==> config.mk <==
export PLATFORM = sky130hd
export DESIGN_NAME = pattern_occurrence_counter
export DESIGN_NICKNAME = d
export VERILOG_FILES = /design/src/design/poc_pkg.sv /design/src/design/poc_cell.sv /design/src/design/pattern_occurrence_counter.sv
export SDC_FILE = /design/constraint.sdc
export NUM_CORES = 1
export LEC_CHECK = 0
export ABC_AREA = 1
export BUFFER_PORTS_ARGS = -buffer_cell sky130_fd_sc_hd__buf_2
export CORE_MARGIN = 3
export CORE_UTILIZATION = 35
export DETAILED_ROUTE_END_ITERATION = 8
export PLACE_DENSITY_LB_ADDON = 0.25
export SLEW_MARGIN = 20
export SYNTH_ARGS = -nofsm -noshare
export SYNTH_HDL_FRONTEND = slang
export SYNTH_HIERARCHICAL = 1
export SYNTH_SLANG_ARGS = --single-unit
==> constraint.sdc <==
create_clock -name clk -period 107.7 [get_ports clk]
set_clock_uncertainty 0.05 [all_clocks]
set_input_delay 21.54 -clock clk [delete_from_list [all_inputs] [get_ports clk]]
set_output_delay 21.54 -clock clk [all_outputs]
set_load 0.02 [all_outputs]
==> src/design/poc_pkg.sv <==
// ----------------------------------------------------------------------------
// poc_pkg
// Shared constants and types of the pattern occurrence counter.
// ----------------------------------------------------------------------------
`default_nettype none

package poc_pkg;

  localparam int PATTERN_MAX_DEF = 16;
  localparam int VALUE_WIDTH_DEF = 32;
  localparam int COUNT_WIDTH_DEF = 16;
  localparam int OUT_COUNT_W     = 16;

  localparam logic REQ_PATTERN = 1'b0;
  localparam logic REQ_TEXT    = 1'b1;

  typedef struct packed {
    logic text_shift;
    logic pat_shift;
  } cell_ctrl_t;

endpackage

`default_nettype wire

==> src/design/poc_cell.sv <==
// ----------------------------------------------------------------------------
// poc_cell
// One matcher cell: holds one text word and one pattern word, shifts both
// on to its neighbour and flags whether its position agrees or lies past the pattern.
// ----------------------------------------------------------------------------
`default_nettype none

module poc_cell #(
  parameter int IDX         = 0,
  parameter int VALUE_WIDTH = poc_pkg::VALUE_WIDTH_DEF,
  parameter int LEN_W       = 5
) (
  input  wire                     clk,
  input  poc_pkg::cell_ctrl_t     ctrl,
  input  wire  [VALUE_WIDTH-1:0]  text_in,
  output logic [VALUE_WIDTH-1:0]  text_out,
  input  wire  [VALUE_WIDTH-1:0]  pat_in,
  output logic [VALUE_WIDTH-1:0]  pat_out,
  input  wire  [LEN_W-1:0]        plen,
  output logic                    hit
);

  localparam logic [LEN_W:0] MY_IDX = (LEN_W + 1)'(IDX);

  logic [VALUE_WIDTH-1:0] text_r;
  logic [VALUE_WIDTH-1:0] pat_r;

  always_ff @(posedge clk) begin
    if (ctrl.text_shift) begin
      text_r <= text_in;
    end
    if (ctrl.pat_shift) begin
      pat_r <= pat_in;
    end
  end

  // incoming word is this position's text after the shift
  assign hit      = (MY_IDX >= {1'b0, plen}) || (text_in == pat_r);
  assign text_out = text_r;
  assign pat_out  = pat_r;

endmodule

`default_nettype wire

==> src/design/pattern_occurrence_counter.sv <==
// ----------------------------------------------------------------------------
// pattern_occurrence_counter
// Output: a result appears on out_ in the cycle after the last text beat.
// Throughput: one beat per cycle while in_stall is low; the cell row compares all positions at once.
// Reset: synchronous rst_n clears lengths, running counts, overflow and output valid.
// ----------------------------------------------------------------------------
`default_nettype none

module pattern_occurrence_counter #(
  parameter int PATTERN_MAX = poc_pkg::PATTERN_MAX_DEF,
  parameter int VALUE_WIDTH = poc_pkg::VALUE_WIDTH_DEF,
  parameter int COUNT_WIDTH = poc_pkg::COUNT_WIDTH_DEF
) (
  input  wire                                clk,
  input  wire                                rst_n,
  input  wire                                in_valid,
  output logic                               in_stall,
  input  wire                                in_req_type,
  input  wire  signed [VALUE_WIDTH-1:0]      in_value,
  input  wire                                in_last_element,
  output logic                               out_valid,
  input  wire                                out_stall,
  output logic [poc_pkg::OUT_COUNT_W-1:0]    out_occurrence_count,
  output logic                               out_pattern_overflow
);

  localparam int LEN_W = $clog2(PATTERN_MAX + 1);
  localparam int EXT_W = COUNT_WIDTH + poc_pkg::OUT_COUNT_W;
  localparam logic [LEN_W-1:0] MAX_LEN = LEN_W'(PATTERN_MAX);

  logic [LEN_W-1:0]       plen_r, plen_nxt;
  logic [LEN_W-1:0]       load_cnt_r, load_cnt_nxt;
  logic [LEN_W-1:0]       fill_r, fill_nxt, fill_inc;
  logic [COUNT_WIDTH-1:0] total_r, total_nxt;
  logic                   ovf_r, ovf_nxt;
  logic                   out_valid_r, out_valid_nxt;
  logic [COUNT_WIDTH-1:0] out_count_r, out_count_nxt;
  logic                   out_ovf_r, out_ovf_nxt;

  logic                   accept, is_text, is_pat, match;
  logic [LEN_W-1:0]       load_base;
  poc_pkg::cell_ctrl_t    ctrl;

  logic [VALUE_WIDTH-1:0] text_link [PATTERN_MAX+1];
  logic [VALUE_WIDTH-1:0] pat_link  [PATTERN_MAX+1];
  logic [PATTERN_MAX-1:0] hits;
  logic [EXT_W-1:0]       count_ext;

  assign in_stall = out_valid_r && out_stall;
  assign accept   = in_valid && !in_stall;
  assign is_text  = accept && (in_req_type == poc_pkg::REQ_TEXT);
  assign is_pat   = accept && (in_req_type == poc_pkg::REQ_PATTERN);

  assign load_base = load_cnt_r;
  assign ctrl      = '{text_shift: is_text, pat_shift: is_pat && (load_base < MAX_LEN)};

  assign text_link[0] = in_value;
  assign pat_link[0]  = in_value;

  for (genvar k = 0; k < PATTERN_MAX; k++) begin : g_cell
    poc_cell #(
      .IDX         (k),
      .VALUE_WIDTH (VALUE_WIDTH),
      .LEN_W       (LEN_W)
    ) u_cell (
      .clk      (clk),
      .ctrl     (ctrl),
      .text_in  (text_link[k]),
      .text_out (text_link[k+1]),
      .pat_in   (pat_link[k]),
      .pat_out  (pat_link[k+1]),
      .plen     (plen_r),
      .hit      (hits[k])
    );
  end

  assign fill_inc = (fill_r < MAX_LEN) ? fill_r + LEN_W'(1) : fill_r;
  assign match    = (&hits) && (plen_r != '0) && (fill_inc >= plen_r);

  always_comb begin
    plen_nxt      = plen_r;
    load_cnt_nxt  = load_cnt_r;
    fill_nxt      = fill_r;
    total_nxt     = total_r;
    ovf_nxt       = ovf_r;
    out_valid_nxt = out_valid_r && out_stall;
    out_count_nxt = out_count_r;
    out_ovf_nxt   = out_ovf_r;
    if (is_pat) begin
      if (load_cnt_r == '0) begin
        plen_nxt  = '0;
        ovf_nxt   = 1'b0;
        fill_nxt  = '0;
        total_nxt = '0;
      end
      if (load_cnt_r < MAX_LEN) begin
        load_cnt_nxt = load_cnt_r + LEN_W'(1);
      end else begin
        ovf_nxt = 1'b1;
      end
      if (in_last_element) begin
        plen_nxt     = load_cnt_nxt;
        load_cnt_nxt = '0;
      end
    end else if (is_text) begin
      fill_nxt = fill_inc;
      if (match && (total_r != '1)) begin
        total_nxt = total_r + COUNT_WIDTH'(1);
      end
      if (in_last_element) begin
        out_valid_nxt = 1'b1;
        out_count_nxt = total_nxt;
        out_ovf_nxt   = ovf_r;
        total_nxt     = '0;
        fill_nxt      = '0;
      end
    end
  end

  always_ff @(posedge clk) begin
    if (!rst_n) begin
      plen_r      <= '0;
      load_cnt_r  <= '0;
      fill_r      <= '0;
      total_r     <= '0;
      ovf_r       <= 1'b0;
      out_valid_r <= 1'b0;
    end else begin
      plen_r      <= plen_nxt;
      load_cnt_r  <= load_cnt_nxt;
      fill_r      <= fill_nxt;
      total_r     <= total_nxt;
      ovf_r       <= ovf_nxt;
      out_valid_r <= out_valid_nxt;
    end
    out_count_r <= out_count_nxt;
    out_ovf_r   <= out_ovf_nxt;
  end

  assign count_ext            = EXT_W'(out_count_r);
  assign out_valid            = out_valid_r;
  assign out_occurrence_count = count_ext[poc_pkg::OUT_COUNT_W-1:0];
  assign out_pattern_overflow = out_ovf_r;

endmodule

`default_nettype wire

==> flow_metrics.py, run 1 <==
metrics = {
    "cts": {
        "cts.sinks": 1042,
        "clk_pin_slew_ns": 0.06,
        "ctsResizeCount": 0,
        "post_cts_buffers": 0,
        "clockBufferDepth": 3,
        "numCtsBuffers": 101,
        "htree_levels": 3,
        "clk_latency_ns": 0.64,
        "cts_tree": "built",
        "hold_buffers": 0,
        "cts-root-buf": "clkbuf_16",
    },
    "routing": {
        "vias_per_cell": 4.074,
        "drt-pass1-iter-count": 5,
        "routed-via-count": 19420,
        "routedWlPerCell_um": 11.94,
        "wl_um": 56890,
        "drc_errors": 0,
        "drt_iter0_markers": 916,
        "postRouteAntennaNets": 0,
    },
    "critical_path": {
        "worst-path-max-fanout": 4,
        "rr_startpoint": "out_valid",
        "r2r_setup_slack_ns": 103.32,
        "startpoint": "out_stall",
        "worstPathArrival_ns": 21.96,
        "crit_required_ns": 86.11,
        "start_kind": "input port",
        "worstSetupEndpointType": "output port",
        "worstSetupPathType": "input port to output port",
    },
    "grt": {
        "gr-total-overflow": 0,
        "grt_usage_pct": 9.524,
        "grt_max_degree": 187,
        "grt_pass1_vias": 19320,
        "grt_antenna_before_repair": 2,
        "grt_pass1_wl_um": 93810,
    },
    "layout": {
        "nFillCells": 10510,
        "stdcell_count": 4766,
        "nets": 3213,
        "syn2layout_area_growth_pct": 13.80,
        "n_antenna_cell": 0,
        "drive_gt1_share_pct": 7.714,
    },
    "pwr": {
        "swShare_pct": 19.79,
        "power.share.clock_pct": 41.1,
        "power.leakage_uw": 0.01695,
        "power.density_nw_per_um2": 18.36,
        "pwr-share-comb_pct": 3.4,
        "internal_power_uw": 682.0,
        "peakVddDrop_mv": 0.01124,
        "p_sw_uw": 168.3,
        "power_uw": 850.3,
        "power_frac_seq_pct": 55.5,
    },
    "sta": {
        "rsz0062_at_grt": "false",
        "fin_tns_setup_ns": 0,
        "period_minus_slack_ns": 43.55,
        "max_freq_mhz": 22.96,
        "slew_headroom_pct": 31.57,
        "hold_viol": 0,
        "setup_viol": 0,
        "worstMarginPinSlew_ns": 1.026,
        "final_max_slew_viol_count": 0,
        "finalCritPeriodShare_pct": 40.43,
    },
    "synth": {
        "avgSynthCellArea_um2": 13.55,
        "syn_inst": 3003,
        "syn_nets": 3050,
        "yosysWarnings": 6,
        "synth_area_um2": 40700,
    },
    "die": {
        "core.rowCount": 124,
        "fp.coreArea_um2": 114800,
        "initial_core_util_pct": 35.45,
        "ios": 57,
        "die_width_um": 347.0,
        "fp.dieH_um": 347.0,
        "dieArea_um2": 120400,
    },
    "placement": {
        "dp.cells": 4574,
        "port-buffer-count": 56,
        "place_congestion": 0.7411,
        "dp_hpwl_um": 34780,
    },
    "job": {
        "drv_cap": 0,
    },
    "hold_path": {
        "hp-class": "flop to flop",
        "min_from": "ovf_r",
    },
    "run_status": {
        "status": "finished clean",
    },
}
power groups by stage:
stage               sequential (uW)  clock (uW)  combinational, uW
finish                          472         350               28.9
global route                    473         379               33.2
CTS                             472         362               29.8
detailed placement              480           0               29.7
global placement                480           0               29.4
floorplan                       495           0               22.5
registers in the layout, indices dropped and copies added, names as in the netlist:
signal,flops
g_cell.u_cell/pat_out,512
g_cell.u_cell/text_out,480
out_occurrence_count,16
total_r,16
fill_r,5
load_base,5
plen_r,5
out_pattern_overflow,1
out_valid,1
ovf_r,1
layout by cell type (no fill, tap or decap), types with 6 or more instances in the layout:
cell type / n
a21oi_2: 8
clkinv_1: 20
inv_1: 330
clkbuf_1: 32
nand2_1: 923
xor2_1: 15
dfxtp_1: 33
clkinv_2: 12
nand4_1: 6
nand3_1: 14
edfxtp_1: 1009
ha_1: 9
nand2_2: 18
a21oi_1: 21
buf_2: 56
clkbuf_16: 104
xnor2_1: 373
bufinv_16: 12
nor2_1: 195
buf_4: 8
per-stage QoR:
step / setup WS, ns / area, um^2 / util [%] / hold slack, ns
global placement: 64.13 / 42950 / 37.41 / 0.3659
detailed placement: 64.14 / 42950 / 37.41 / 0.3643
CTS: 64.13 / 46280 / 40.31 / 0.3817
floorplan: 48.89 / 40700 / - / 0.3530
global route: 64.09 / 46310 / 40.34 / 0.3904
finish: 64.15 / 46310 / 40.34 / 0.3802
cell type report:
class | instances | area, um^2 | share of cell area (%)
Multi-Input combinational cell | 1621 | 8433 | 18.21
Clock buffer | 139 | 2764 | 5.968
Clock inverter | 52 | 571.8 | 1.235
Sequential cell | 1042 | 30960 | 66.85
Tap cell | 1512 | 1892 | 4.085
Timing Repair Buffer | 69 | 447.9 | 0.9672
Inverter | 331 | 1242 | 2.683
layer usage:
metal / wire length (um) / global-route usage, %
met2: 29010 / 17.53
met5: 0 / 0
met4: 1350 / 3.587
met1: 24520 / 10.92
met3: 2009 / 1.836
critical path, cell delays in order:
cell	delay, ns
buf_2	0.07
nand2_1	0.04
inv_1	0.12
buf_2	0.19
path summary, 6_finish.rpt:
path,endpoint,cells past startpoint
worst max-delay path,in_stall,4
worst min register to register,out_pattern_overflow,0
worst min-delay path,out_pattern_overflow,0
worst max register to register,g_cell[6].u_cell/pat_out[23],8
Note: power is estimated with default switching activity, not from simulation.
==> run 2: changes to the inputs <==
==> constraint.sdc (replaced) <==
create_clock -name clk -period 42.1 [get_ports clk]
set_clock_uncertainty 0.05 [all_clocks]
set_input_delay 8.42 -clock clk [delete_from_list [all_inputs] [get_ports clk]]
set_output_delay 8.42 -clock clk [all_outputs]
set_load 0.02 [all_outputs]
==> run 2 against run 1 <==
Effect of this change: cell count about the same; critical path depth unchanged; non-clock buffer count unchanged; die area unchanged; global-route usage up 0.25 points; utilization down 0.067 points; sequential cell count unchanged; worst setup slack worse by 39 ns; worst hold slack better by 0.0049 ns; clock-buffer cell count down 18; first-iteration DRC count up 12%; largest cell class unchanged.
==> flow_metrics.py, run 2 (synthesis results as in run 1) <==
metrics = {
    "critical_path": {
        "worstSetupPathType": "input port to output port",
        "crit_required_ns": 33.63,
        "worstPathCellList": "buf_2 -> nand2_1 -> inv_1 -> buf_2",
        "cp_top_family": "buffers and inverters",
        "worstSetupEndpointType": "output port",
        "worst-path-max-fanout": 4,
        "crit_path_frequent_cell": "buf_2",
        "critPathMaxStageDelay_ns": 0.19,
        "critPathBufInv": 3,
        "worstPathArrival_ns": 8.87,
        "start_kind": "input port",
        "crit_slowest_cell": "buf_2",
    },
    "hold_path": {
        "hp-class": "flop to flop",
    },
    "cts": {
        "htree_levels": 3,
        "ctsResizeCount": 0,
        "clk_pin_slew_ns": 0.06,
        "clockBufferDepth": 3,
        "cts-root-buf": "clkbuf_16",
        "clk_latency_ns": 0.65,
        "hold_buffers": 0,
        "cts.sinks": 1042,
        "post_cts_buffers": 0,
        "cts_tree": "built",
        "numCtsBuffers": 102,
    },
    "die": {
        "fp.coreArea_um2": 114800,
        "die_width_um": 347.0,
        "ios": 57,
        "initial_core_util_pct": 35.45,
        "dieArea_um2": 120400,
        "fp.dieH_um": 347.0,
        "core.rowCount": 124,
    },
    "pwr": {
        "peakVddDrop_mv": 0.03076,
        "power.leakage_uw": 0.01692,
        "power.density_nw_per_um2": 46.82,
        "power_uw": 2164,
    },
    "routing": {
        "postRouteAntennaNets": 0,
        "drt_iter0_markers": 1030,
        "routedWlPerCell_um": 12.19,
        "drc_errors": 0,
        "vias_per_cell": 4.093,
        "routed-via-count": 19490,
        "drt-pass1-iter-count": 5,
        "wl_um": 58040,
    },
    "sta": {
        "final_max_slew_viol_count": 0,
        "hold_viol": 0,
        "worstMarginPinSlew_ns": 1.117,
        "max_freq_mhz": 57.68,
        "rsz0062_at_grt": "false",
        "fin_tns_setup_ns": 0,
        "period_minus_slack_ns": 17.34,
        "slew_headroom_pct": 25.55,
        "finalCritPeriodShare_pct": 41.18,
        "holdWs_ns": 0.3851,
        "setup_viol": 0,
    },
    "layout": {
        "nets": 3214,
        "syn2layout_area_growth_pct": 13.61,
        "mostFrequentLayoutCells": "edfxtp_1, nand2_1, xnor2_1",
        "drive_gt1_share_pct": 7.877,
        "largest_reg_flops": 512,
        "stdcell_count": 4762,
        "final_common_cell": "edfxtp_1",
        "n_antenna_cell": 0,
    },
    "run_status": {
        "status": "finished clean",
    },
    "placement": {
        "dp.cells": 4575,
        "dp_hpwl_um": 35560,
        "place_congestion": 0.7567,
        "port-buffer-count": 56,
    },
    "grt": {
        "grt_usage_pct": 9.771,
        "grt_max_degree": 184,
        "grt_pass1_wl_um": 96310,
        "grt_pass1_vias": 19640,
        "grt_antenna_before_repair": 0,
        "gr-total-overflow": 0,
    },
    "job": {
        "drv_cap": 0,
    },
}
run 2: final cells by class:
type                    instances  area, um^2
clock buffers                 121        2676
clock inverters                66       610.6
fillers                     10600       68580
inverters                     331        1242
multi-input cells            1621        8437
flip-flops and latches       1042       30960
well taps                    1512        1892
repair buffers                 69       415.4
run 2: power by group:
part / total, uW / internal (uW) / leakage (uW) / switching (uW)
clock: 884 / 519 / 0.00160 / 364
sequential: 1210 / 1180 / 0.00974 / 23.5
combinational: 73.6 / 28.4 / 0.00558 / 45.1
run 2: worst paths after layout:
check,depth (start not counted),slack [ns],from,endpoint
setup reg to reg,8,38.20,out_valid,g_cell[13].u_cell/pat_out[19]
hold / removal,0,0.39,ovf_r,out_pattern_overflow
hold reg to reg,0,0.39,ovf_r,out_pattern_overflow
setup / recovery,4,24.76,out_stall,in_stall
run 2: through the flow:
| step | setup WS (ns) | utilization [%] | area, um^2 |
|---|---|---|---|
| 2_1_floorplan | 10.53 | - | 40700 |
| 3_3_place_gp | 24.75 | 37.41 | 42950 |
| 3_5_place_dp | 24.76 | 37.41 | 42950 |
| 4_1_cts | 24.76 | 40.27 | 46230 |
| 5_1_grt | 24.72 | 40.27 | 46230 |
| 6_report | 24.76 | 40.27 | 46230 |
run 2: metal layers:
layer | wire length [um] | GRT usage (%)
met4 | 1347 | 3.413
met1 | 24300 | 11.23
met2 | 30270 | 18.03
met3 | 2127 | 1.965
met5 | 0 | 0
